[src/hw/rtl/tee_pkg.sv]
// Shared types and constants for the triangle edge extrusion block.
package tee_pkg;

   localparam int MaxVertices = 1024;
   localparam int QueueDepth  = 2;
   localparam int QueuePtrW   = $clog2(QueueDepth);
   localparam int QueueCntW   = $clog2(QueueDepth + 1);

   typedef struct packed {
      logic [31:0] point_a;
      logic [31:0] point_b;
      logic [31:0] point_c;
      logic        ab_ext;
      logic        bc_ext;
      logic        ca_ext;
      logic        final_tri;
   } tee_item_type;

endpackage

[src/hw/rtl/tee_front.sv]
// Front end: takes a triangle beat and classifies its edges against the outline.
module tee_front (
   input  logic                  start,
   output logic                  busy,
   input  logic [31:0]           req_point_a,
   input  logic [31:0]           req_point_b,
   input  logic [31:0]           req_point_c,
   input  logic signed [10:0]    req_a_index,
   input  logic signed [10:0]    req_a_next,
   input  logic signed [10:0]    req_b_index,
   input  logic signed [10:0]    req_b_next,
   input  logic signed [10:0]    req_c_index,
   input  logic signed [10:0]    req_c_next,
   input  logic                  req_final_triangle,
   input  logic                  q_full,
   output logic                  q_push,
   output tee_pkg::tee_item_type q_item
);

   function automatic logic valid_idx(input logic signed [10:0] i);
      return !i[10] && ({22'd0, i[9:0]} < 32'(tee_pkg::MaxVertices));
   endfunction

   function automatic logic adjacent(input logic signed [10:0] ia, input logic signed [10:0] na,
                                     input logic signed [10:0] ib, input logic signed [10:0] nb);
      return valid_idx(ia) && valid_idx(ib) && ((na == ib) || (nb == ia));
   endfunction

   assign busy   = q_full;
   assign q_push = start && !q_full;

   always_comb begin
      q_item.point_a   = req_point_a;
      q_item.point_b   = req_point_b;
      q_item.point_c   = req_point_c;
      q_item.ab_ext    = adjacent(req_a_index, req_a_next, req_b_index, req_b_next);
      q_item.bc_ext    = adjacent(req_b_index, req_b_next, req_c_index, req_c_next);
      q_item.ca_ext    = adjacent(req_c_index, req_c_next, req_a_index, req_a_next);
      q_item.final_tri = req_final_triangle;
   end

endmodule

[config.mk]
export PLATFORM = sky130hd
export DESIGN_NAME = tee_front
export DESIGN_NICKNAME = d
export VERILOG_FILES = /design/src/hw/rtl/tee_pkg.sv /design/src/hw/rtl/tee_front.sv
export SDC_FILE = /design/constraint.sdc
export NUM_CORES = 1
export LEC_CHECK = 0
export ABC_CLOCK_PERIOD_IN_PS = 1000
export BUFFER_PORTS_ARGS = -buffer_cell sky130_fd_sc_hd__buf_2
export CORE_AREA = 8 8 98 100
export DETAILED_ROUTE_END_ITERATION = 6
export DIE_AREA = 0 0 106 108
export PLACE_DENSITY = 0.64
export SLEW_MARGIN = 5
export SYNTH_ARGS = -nofsm -noshare
export SYNTH_HDL_FRONTEND = slang
export SYNTH_SLANG_ARGS = --single-unit
[constraint.sdc]
create_clock -name vclk -period 1
set_input_delay 0.05 -clock vclk [all_inputs]
set_output_delay 0.05 -clock vclk [all_outputs]
set_load 0.005 [all_outputs]
==> flow_metrics.tcl <==
set metrics [dict create \
    drt_pass1_iterations 3 \
    grt_pass1_wl_mm 8.05 \
    die_h_um 108 \
    final-seq-area_um2 0 \
    drcViolationCount 0 \
    crit_slowest_cell "nor4_1" \
    port_buffers 73 \
    core_um2 8050 \
    tightest_slew_ps 306 \
    yosysSeqAreaShare_pct 0 \
    dp_hpwl_mm 5.26 \
    finalSetupViolCount 3 \
    synth_area_um2 1450 \
    drt_iter0_drc 30 \
    peakVddDrop_uv 123 \
    cap_violations 0 \
    place_area_um2 1440 \
    yosysWarnings 0 \
    fin_util_pct 20.5 \
    grtUsageTotal_pct 9.33 \
    maxSlewViolCount 0 \
    finalHoldViolCount 0 \
    grt-ovfl-total 0 \
    cp_data_required_time_ps 950 \
    synth_nets 354 \
    power.internal_w 0.000381 \
    routed_wl_mm 5.69 \
    die_area_um2 11400 \
    rsz0062_at_grt "true" \
    cp_top_family "simple AND/OR/NAND/NOR gates" \
    crit_chain "buf_2 -> xor2_2 -> nor4_1 -> nand4_1 -> o22ai_2 -> buf_2" \
    worstPathArrival_ps 1110 \
    hold_depth 0 \
    power_frac_clock_pct 0 \
    nClkBuffers 0 \
    antenna_found_initial 0 \
    critical_path_depth 6 \
    static-leakage-power_nw 0.699 \
    syn2layout_area_growth_pct 13.7 \
    hold_buffers 0 \
    die_x_um 106 \
    ys_types 9 \
    cp_max_fo 2 \
    cp_common_cell "buf_2" \
    min_period_over_period_pct 116 \
    worst_setup_path_start_kind "primary input" \
    critPathKind "in2out" \
    wl_per_cell_um 18.9 \
    cp-end-kind "output port" \
    fin_nets 363 \
    swShare_pct 45.1 \
    layout-drive-gt1-share_pct 59.7 \
    syn_inst 189 \
    slowest_delay_ps 270 \
    avgSynthCellArea_um2 7.67 \
    antenna_cells 0 \
    design_area_um2 1650 \
    pin_count 267 \
    numSequentialCells 0 \
    routabilityCongestion 0.746 \
    start_util_pct 18.0 \
    hold_path.class "in2out" \
    pwr-share-comb_pct 100.0 \
    fin_ws_ps -162 \
    hold_end "q_item[33]" \
    failed_checks "negative setup slack" \
    grt_max_degree 6 \
    num_rows 33 \
    grt_pass1_vias 1398 \
    slew_headroom_pct 79.5 \
    power_frac_seq_pct 0 \
    fmax_mhz 861 \
    power.switching_w 0.000313 \
    min_from "req_point_c[29]" \
    dr_total_vias 1142 \
    fin_crit_ps 1160 \
    p_per_area_nw_per_um2 421 \
    path_buf_inv 2 \
    via_per_inst 3.79 \
    power_w 0.000694 \
    outcome "complete, but fails checks" \
    ant_nets 0 \
]
## placed cells by master, fill, tap and decap left out
cell type,synthesis,final
buf_4,98,34
nor3_1,6,6
nand4_1,12,12
xnor2_1,36,35
buf_2,0,63
xor2_1,26,21
nor2b_1,1,1
buf_6,0,4
xor2_2,0,3
o22ai_2,0,1
xor2_4,0,2
xnor2_2,0,1
nor4_1,6,2
nor4_2,0,2
buf_8,0,5
o22ai_1,3,2
nor4_4,0,2
## per-layer routing
layer	GRT usage, %	vias to the layer above	routed length, um
li1	-	527	-
met1	9.05	480	1930
met2	16.6	85	2790
met3	2.86	50	530
met4	6.93	0	437
met5	0	-	0
## cells in the mapped netlist (all sizes together)
cell type / number / share of area [%]
nor2b: 1 / 0.43
o22ai: 3 / 1.3
nand4: 12 / 5.2
buf: 98 / 51
xor2: 26 / 16
nor4: 6 / 2.6
xnor2: 36 / 22
clkbuf: 1 / 0.26
nor3: 6 / 2.1
## how the worst max path moves through the flow
| stage | startpoint | to | slack, ps |
|---|---|---|---|
| 2_1_floorplan | req_b_index[10] | q_item[3] | 40 |
| 3_3_place_gp | req_b_index[8] | q_item[2] | -400 |
| 3_5_place_dp | req_b_index[9] | q_item[2] | -410 |
| 4_1_cts | req_b_next[1] | q_item[3] | -250 |
| 5_1_grt | req_c_index[7] | q_item[1] | -280 |
| 6_report | req_c_index[4] | q_item[2] | -160 |
## repair_timing
| item | 4_1_cts | 5_1_grt |
|---|---|---|
| setup endpoints to repair | 3 | 3 |
| resized for setup | 24 | 12 |
| pin swaps | 13 | 8 |
| setup buffers | 1 | 1 |
## power by group through the flow
stage	Combinational (W)	Sequential [W]	Clock, W
global route	0.000759	0	0
detailed placement	0.000611	0	0
CTS	0.000675	0	0
finish	0.000694	0	0
global placement	0.000608	0	0
floorplan	0.000535	0	0
## per-stage QoR
| step | setup slack [ps] | cells | hold WS [ps] | TNS, ps |
|---|---|---|---|---|
| final | -162 | 301 | 100 | -480 |
| after detailed placement | -408 | 299 | 100 | -1040 |
| after floorplan | 42.7 | 189 | 130 | 0 |
| after CTS | -253 | 300 | 100 | -641 |
| after global routing | -278 | 301 | 100 | -808 |
| after global placement | -400 | 299 | 100 | -1060 |
## area by class of cell
| class | count | area, um2 |
|---|---|---|
| well taps | 105 | 131 |
| fillers | 905 | 6400 |
| multi-input cells | 90 | 827 |
| repair buffers | 106 | 691 |
## cells by family (layout without fill, tap and decap cells)
logic type	after synthesis	after routing	share of synthesized area [%]
AOI/OAI and AO/OA	3	3	1.29
xor gates and xnor gates	62	62	37.4
buffers and inverters	99	106	51.0
and+or+nand+nor	25	25	10.3
No activity file was read; power rests on OpenSTA's default activity.
