**src/hw/rtl/tee_pkg.sv**
```systemverilog
// Shared types and constants for the triangle edge extrusion block.
package tee_pkg;

   localparam int MaxVertices = 1024;
   localparam int QueueDepth  = 2;
   localparam int QueuePtrW   = $clog2(QueueDepth);
   localparam int QueueCntW   = $clog2(QueueDepth + 1);

   typedef struct packed {
      logic [31:0] point_a;
      logic [31:0] point_b;
      logic [31:0] point_c;
      logic        ab_ext;
      logic        bc_ext;
      logic        ca_ext;
      logic        final_tri;
   } tee_item_type;

endpackage

```
**src/hw/rtl/tee_queue.sv**
```systemverilog
// Short queue of classified triangles between front and back end.
module tee_queue (
   input  logic                  clock,
   input  logic                  reset,
   input  logic                  push,
   input  tee_pkg::tee_item_type push_item,
   output logic                  full,
   output logic                  valid,
   output tee_pkg::tee_item_type item,
   input  logic                  pop
);

   tee_pkg::tee_item_type mem_ff [tee_pkg::QueueDepth];
   logic [tee_pkg::QueuePtrW-1:0] wp_ff, rp_ff;
   logic [tee_pkg::QueueCntW-1:0] cnt_ff;

   assign full  = (cnt_ff == tee_pkg::QueueCntW'(tee_pkg::QueueDepth));
   assign valid = (cnt_ff != '0);
   assign item  = mem_ff[rp_ff];

   function automatic logic [tee_pkg::QueuePtrW-1:0] bump(input logic [tee_pkg::QueuePtrW-1:0] p);
      return (p == tee_pkg::QueuePtrW'(tee_pkg::QueueDepth - 1)) ? '0 : p + 1'b1;
   endfunction

   always_ff @(posedge clock) begin
      if (push) begin
         mem_ff[wp_ff] <= push_item;
      end
      if (reset) begin
         wp_ff  <= '0;
         rp_ff  <= '0;
         cnt_ff <= '0;
      end else begin
         if (push) wp_ff <= bump(wp_ff);
         if (pop)  rp_ff <= bump(rp_ff);
         if (push && !pop)      cnt_ff <= cnt_ff + 1'b1;
         else if (pop && !push) cnt_ff <= cnt_ff - 1'b1;
      end
   end

endmodule

```
**config.mk**
```make
export PLATFORM = sky130hd
export DESIGN_NAME = tee_queue
export DESIGN_NICKNAME = d
export VERILOG_FILES = /design/src/hw/rtl/tee_pkg.sv /design/src/hw/rtl/tee_queue.sv
export SDC_FILE = /design/constraint.sdc
export NUM_CORES = 1
export LEC_CHECK = 0
export ABC_AREA = 1
export BUFFER_PORTS_ARGS = -buffer_cell sky130_fd_sc_hd__buf_2
export CORE_MARGIN = 4
export CORE_UTILIZATION = 44
export DETAILED_ROUTE_END_ITERATION = 10
export GPL_TIMING_DRIVEN = 0
export PLACE_DENSITY = 0.68
export SYNTH_ARGS = -nofsm -noshare
export SYNTH_HDL_FRONTEND = slang
export SYNTH_SLANG_ARGS = --single-unit
```
**constraint.sdc**
```tcl
create_clock -name clock -period 6.49 [get_ports clock]
set_input_delay 0.3245 -clock clock [delete_from_list [all_inputs] [get_ports clock]]
set_output_delay 0.3245 -clock clock [all_outputs]
set_load 0.05 [all_outputs]
```
==> metrics.md, run 1 <==
| Metric | Value |
|---|---|
| Avg WL per Cell | between 15 and 20 um |
| Sequential fraction of the synthesis area | 0.769 |
| Total Wirelength | between 10000 and 15000 um |
| M1 GR Usage | 0.162 |
| 1st-pass router iterations | 4 |
| CTS tree | yes |
| Max-cap violations | 0 |
| Clk Latency, worst-skew pair | 0.48 ns |
| Min Tclk post-route | 2.12 ns |
| Gr ovfl total | 0 |
| RSZ-0062 raised after global routing | no |
| Post-synth cell types | 15 |
| Total clock sinks | 205 |
| Post-DP HPWL | around 10000 um |
| WP data arrival | 1.79 ns |
| Post-CTS Setup Bufs | 0 |
| Die ar. | 20300 um^2 |
| Drt drc | 0 |
| Mapped cell area | 7950 um^2 |
| Layout cells sized above 1 | 0.586 |
| Tot Pwr | 3.17 mW |
| # hold bufs at CTS | 0 |
| Vias | 3860 |
| Critical path, cell by cell | buf_6 > buf_12 > mux2_4 > buf_2 |
| Critical Path RT | 6.17 ns |
| Root Buffer | clkbuf_16 |
| Syn nets | between 400 and 500 |
| Clock Path Buffers | 3 |
| P&R area growth vs syn | 25.1% |
| Synth area leader | edfxtp_1 |
| Fill cells | around 1400 |
| Class of the most critical setup path | flip-flop to primary output |
| Crit share post-route | 0.326 |
| Final hold violation count | 0 |
| First-pass GRT wire length | approximately 22000 um |
| DRT iter0 DRCs | 118 |
| Core area | 17500 um^2 |
| Max incr delay on CP | roughly 0.32 ns |
| Die width | roughly 140 um |
| Critical path launch point type | flip-flop |
| Crit path max fanout | 10 |
| Ports | between 200 and 250 |
| Flop2flop setup slack | 4.77 ns |
| Gp weighted congestion | 0.728 |
| Largest net degree at the start of global routing | 62 |
| Outcome | finished clean |
| Vias in the first global route | 4085 |
| Starting density of the core | 0.455 |
| F_max | 472 MHz |
| PD cells | about 320 nW/um^2 |
| Pre-CTS setup slack | 4.72 ns |
| Inserted Clock Buffers | 21 |
| Final Skew | 0.0114 ns |
| Pin slew with the least headroom to its limit | 0.736 ns |
| Lkg Pwr | 3.98 nW |
| GR Util met2 | 0.242 |
| VDD IR max | roughly 0.00026 V |
| Port bufs | 205 |
| Post-route ant nets | 0 |
| R2r worst-path depth | 3 |
| GR peak layer | met2 |
| Clk slew on worst S/H paths | 0.06 ns |
| Post-synth top area share | 0.756 |
| Initial antenna violation count | 2 |
| Cell count after synthesis | 344 |
| Hold path depth | 1 |
| Yosys warnings | 0 |
| Slew Limit Fails | 0 |
| Relative slew slack | 0.508 |
| Crit end category | primary output |
| Die Y | between 100 and 150 um |
| Util after Layout | 0.569 |
| Hold Slack | between 0.02 and 0.03 ns |
| Drt via density | 4.73 |
| Synthesized flop and latch total | 205 |
| FP Rows | 48 |
| Synth Area per Inst | around 23 um^2 |
| Slowest stage cell, crit path | dfxtp_1 |
| Met3 Usage GRT | 0.0383 |
| Hold WC Path Type | primary input to flip-flop |
| Final #Nets | between 600 and 700 |
| Worst setup margin | 4.37 ns |
| Total GRT Usage | 0.137 |
| Synth area leaders | edfxtp_1, mux2_4, buf_12 |
| Final count of negative-setup-slack endpoints | 0 |
| H-tree levels | 1 |
| Post-cts resize count | 0 |
## Yosys cell counts (all sizes together)
library cell	number
edfxtp	200
mux2	100
buf	11
inv	9
nand2	6
nor2	6
dfxtp	5
a21oi	1
ha	1
nand3	1
nand4	1
nor3	1
o21ai	1
xnor2	1
## layout make-up
class                      instances  area [um^2]  area share
tap                              225          282      0.0283
clock buffer                      31          563      0.0566
buffer                            11          211      0.0213
sequential                       205         6110       0.614
clock inverter                     5         25.0     0.00252
multi-input combinational        119         1600       0.161
antenna                            2         5.00    0.000503
inverter                           9         36.3     0.00365
timing repair buffer             209         1110       0.112
## power by group
part	total, mW	leakage, nW	switching (mW)	internal (mW)
Sequential	1.55	1.92	0.0173	1.53
Combinational	0.581	1.78	0.378	0.203
Clock	1.04	0.284	0.444	0.598
Total	3.17	3.98	0.839	2.33
## final timing paths
kind,from,to
max,flip-flop,item[43]
min,push_item[7],mem_ff[1][7]$_DFFE_PP_
max reg2reg,wp_ff$_SDFFE_PP0P_,mem_ff[1][88]$_DFFE_PP_
min reg2reg,rp_ff$_SDFFE_PP0P_,flip-flop
## stage by stage
| stage | cells | instance area, um^2 | setup TNS, ns |
|---|---|---|---|
| 2_1_floorplan | 344 | 7950 | 0 |
| 3_3_place_gp | 774 | 9250 | -110.89 |
| 5_1_grt | 815 | 9940 | 0 |
| 6_report | 816 | 9940 | 0 |
| 4_1_cts | 814 | 9940 | 0 |
| 3_5_place_dp | 778 | 9350 | 0 |
## cells by family after synthesis
| kind of cell | count (synthesis) | share of synthesized area |
|---|---|---|
| xor gates and xnor gates | 1 | 0.00110 |
| buffers and inverters | 20 | 0.0309 |
| muxes | 100 | 0.189 |
| DFF | 205 | 0.769 |
| adders and majority gates | 1 | 0.00157 |
| and+or+nand+nor | 15 | 0.00772 |
| AOI/OAI and AO/OA | 2 | 0.00126 |
## state kept, by name (all words and copies together), names as in the netlist, named ones only
register / cells
rp_ff: 1
mem_ff: 200
wp_ff: 1
cnt_ff: 2
## cell usage in the layout (no fill, tap or decap), types with 2 or more instances in the layout
master / n
clkinv_1: 3
edfxtp_1: 200
nor2_1: 5
diode_2: 2
nand2_1: 6
buf_2: 205
clkbuf_16: 21
mux2_4: 100
buf_12: 13
inv_1: 8
dfxtp_1: 5
clkbuf_1: 10
## worst max-delay path: cells and delay by family (launching register included)
family / cells / cell delay, ns
multiplexers: 1 / 0.31
buffers and inverters: 3 / 0.67
flip-flops: 1 / 0.32
## per-layer routing
| metal | vias up | routed length (um) | part of all wire |
|---|---|---|---|
| li1 | 1807 | - | - |
| met1 | 1899 | 5510 | 0.38 |
| met2 | 133 | 7500 | 0.52 |
| met3 | 21 | 1140 | 0.079 |
| met4 | 0 | 333 | 0.023 |
| met5 | - | 0 | 0 |
No activity file was read; power rests on OpenSTA's default activity.
==> run 2: changes to the inputs <==
Clock period 6.49 ns to 2.1 ns, I/O delays scaled along.
==> run 2 against run 1 <==
  * Register-to-register slack got worse by 4.3 ns
  * Via count is 12% higher
  * Flip-flop and latch count is the same
  * Utilization is 6.7 points higher
  * Power rose to 3.3 times the previous value
  * Critical endpoint is now item[40]
  * Largest cell class unchanged
  * First-iteration DRC count is 10% higher
  * Worst setup slack got worse by 4.2 ns
  * Sequential power grew to 3.1 times the previous value
  * Final area grew 12%
==> metrics.md, run 2 (same netlist as run 1, synthesis figures left out) <==
| Metric | Value |
|---|---|
| Total Wirelength | 15700 um (was 14500 um) |
| Root Buffer | clkbuf_16 (unchanged) |
| Crit path max fanout | 10 (unchanged) |
| Drt drc | 0 (unchanged) |
| Port bufs | 205 (unchanged) |
| Final count of negative-setup-slack endpoints | 0 (unchanged) |
| RSZ-0062 raised after global routing | no (unchanged) |
| Biggest register | mem_ff (unchanged) |
| Flop2flop setup slack | 0.52 ns (was 4.77 ns) |
| Final Skew | 0.0103 ns (was 0.0114 ns) |
| Slew Limit Fails | 0 (unchanged) |
| Hold path start | push_item[55] (was push_item[7]) |
| Util after Layout | 0.636 (was 0.569) |
| Gr ovfl total | 0 (unchanged) |
| Min Tclk post-route | 1.90 ns |
| Inserted Clock Buffers | 22 (was 21) |
| Max incr delay on CP | 0.32 ns (about the same) |
| Class of the most critical setup path | flip-flop to primary output (unchanged) |
| Pre-CTS setup slack | 0.503 ns (was 4.72 ns) |
| Outcome | finished clean (unchanged) |
| Largest regs | mem_ff: 200 flops, cnt_ff: 2 flops (unchanged) |
| Hold path depth | 2 (was 1) |
| Relative slew slack | 0.665 (was 0.508) |
| Pin slew with the least headroom to its limit | 0.501 ns (was 0.736 ns) |
| Core area | 17500 um^2 (unchanged) |
| Worst setup margin | 0.196 ns (was 4.37 ns) |
| Crit end category | primary output (unchanged) |
| Vias in the first global route | 4831 (was 4085) |
| Avg WL per Cell | 17.0 um (was 17.7 um) |
| Slowest stage cell, crit path | dfxtp_1 (unchanged) |
| R2r worst-path depth | 3 (unchanged) |
| Total GRT Usage | 0.152 (was 0.137) |
| Starting density of the core | 0.455 (unchanged) |
| Clk Latency, worst-skew pair | 0.49 ns (was 0.48 ns) |
| PD cells | 939 nW/um^2 (was 319 nW/um^2) |
| H-tree levels | 1 (unchanged) |
| Initial antenna violation count | 0 (was 2) |
| Clk slew on worst S/H paths | 0.06 ns (about the same) |
| Critical path, cell by cell | buf_6 > buf_12 > mux2_4 > buf_2 (unchanged) |
| Most frequent cells in the layout | buf_2, edfxtp_1, dlygate4sd3_1, mux2_4, clkbuf_16 (was buf_2, edfxtp_1, mux2_4, clkbuf_16, buf_12) |
| Max FFs per register | 200 (unchanged) |
| Commonest non-fill, non-tap cell in the layout | buf_2 (unchanged) |
| Clock Path Buffers | 3 (unchanged) |
| 1st-pass router iterations | 4 (unchanged) |
| Tot Pwr | 10.4 mW (was 3.17 mW) |
| Buf+Inv Stages, Crit Path | 3 (unchanged) |
| Largest net degree at the start of global routing | 43 (was 62) |
| Total clock sinks | 205 (unchanged) |
| Critical Path RT | 2.00 ns (was 6.17 ns) |
| First-pass GRT wire length | 24400 um (was 21700 um) |
| Ant diodes | 0 (was 2) |
| CP delay by family, top | buffers and inverters (unchanged) |
| Vias | 4312 (was 3860) |
| Hold Slack | 0.343 ns (was 0.0263 ns) |
| Critical path launch point type | flip-flop (unchanged) |
| Critical R2R Capture | mem_ff[0][76]$_DFFE_PP_ (was mem_ff[1][88]$_DFFE_PP_) |
| Post-DP HPWL | 9950 um (was 10100 um) |
| Die Y | 142 um (unchanged) |
| P&R area growth vs syn | 39.8% (was 25.1%) |
| Gp weighted congestion | 0.686 (was 0.728) |
| Ports | 206 (unchanged) |
| Final #Nets | 787 (was 681) |
| VDD IR max | 0.000918 V (was 0.000258 V) |
| F_max | 525 MHz |
| Die width | 142 um (unchanged) |
| WP data arrival | 1.80 ns (was 1.79 ns) |
| Worst r2r src | wp_ff$_SDFFE_PP0P_ (unchanged) |
| Crit share post-route | 0.906 |
| FP Rows | 48 (unchanged) |
| Drt via density | 4.67 (was 4.73) |
| Max-cap violations | 0 (unchanged) |
| Final hold violation count | 0 (unchanged) |
| Post-CTS Setup Bufs | 0 (unchanged) |
| Lkg Pwr | 4.48 nW (was 3.98 nW) |
| Worst hold endpoint | mem_ff[0][55]$_DFFE_PP_ (was mem_ff[1][7]$_DFFE_PP_) |
| DRT iter0 DRCs | 130 (was 118) |
| Post-route ant nets | 0 (unchanged) |
| Hold WC Path Type | primary input to flip-flop (unchanged) |
| Die ar. | 20300 um^2 (unchanged) |
| Layout cells sized above 1 | 0.510 (was 0.586) |
| CTS tree | yes (unchanged) |
[run 2: cell count changes in the layout (fill, tap and decap cells not counted), moves of 2 or more]
cell	delta
clkbuf_16	+2
clkinv_2	+5
dlygate4sd3_1	+104
clkinv_1	+4
buf_12	+2
clkbuf_1	-8
bufinv_16	+2
diode_2	-2
[run 2: power by group]
part	total [mW]	switching, mW	internal, mW	leakage (nW)
sequential	4.79	0.0568	4.74	1.92
clock	3.68	1.45	2.23	0.348
combinational	1.96	1.20	0.758	2.21
total	10.4	2.71	7.72	4.48
[run 2: final cells by class]
type	instances	area (um^2)
Fill cell	1192	6370
Buffer	11	211
Clock inverter	15	116
Clock buffer	25	583
Timing Repair Buffer	314	2170
Sequential cell	205	6110
Inverter	9	37.5
Tap cell	225	282
Multi-Input combinational cell	119	1600
[run 2: metrics by stage]
stage                     instances  area (um^2)  TNS [ns]
after floorplan                 344         7960    -27.21
after global placement          774         9270   -184.98
after detailed placement        779         9370         0
after CTS                       923        11100         0
after global routing            923        11100         0
final                           923        11100         0
[run 2: routing by layer]
| layer | vias up | wire length [um] | track usage |
|---|---|---|---|
| li1 | 2028 | - | - |
| met1 | 2076 | 5890 | 0.170 |
| met5 | - | 0 | 0 |
| met3 | 33 | 1190 | 0.0433 |
| met2 | 175 | 8230 | 0.277 |
| met4 | 0 | 399 | 0.0505 |
[run 2: timing repair]
action                                 CTS  global route
hold buffers                           104             0
endpoints found under the hold margin  205             0
resized for setup                        0             0
[run 2: worst max path at each step]
| stage | start | to | slack, ns | cells past startpoint |
|---|---|---|---|---|
| floorplan | wp_ff$_SDFFE_PP0P_ | mem_ff[1][0]$_DFFE_PP_ | -0.16 | 2 |
| global placement | wp_ff$_SDFFE_PP0P_ | mem_ff[1][75]$_DFFE_PP_ | -1.00 | 2 |
| detailed placement | push | mem_ff[0][76]$_DFFE_PP_ | 0.50 | 5 |
| CTS | flip-flop | item[47] | 0.15 | 4 |
| global route | flip-flop | item[46] | 0.10 | 4 |
| finish | flip-flop | item[40] | 0.20 | 4 |
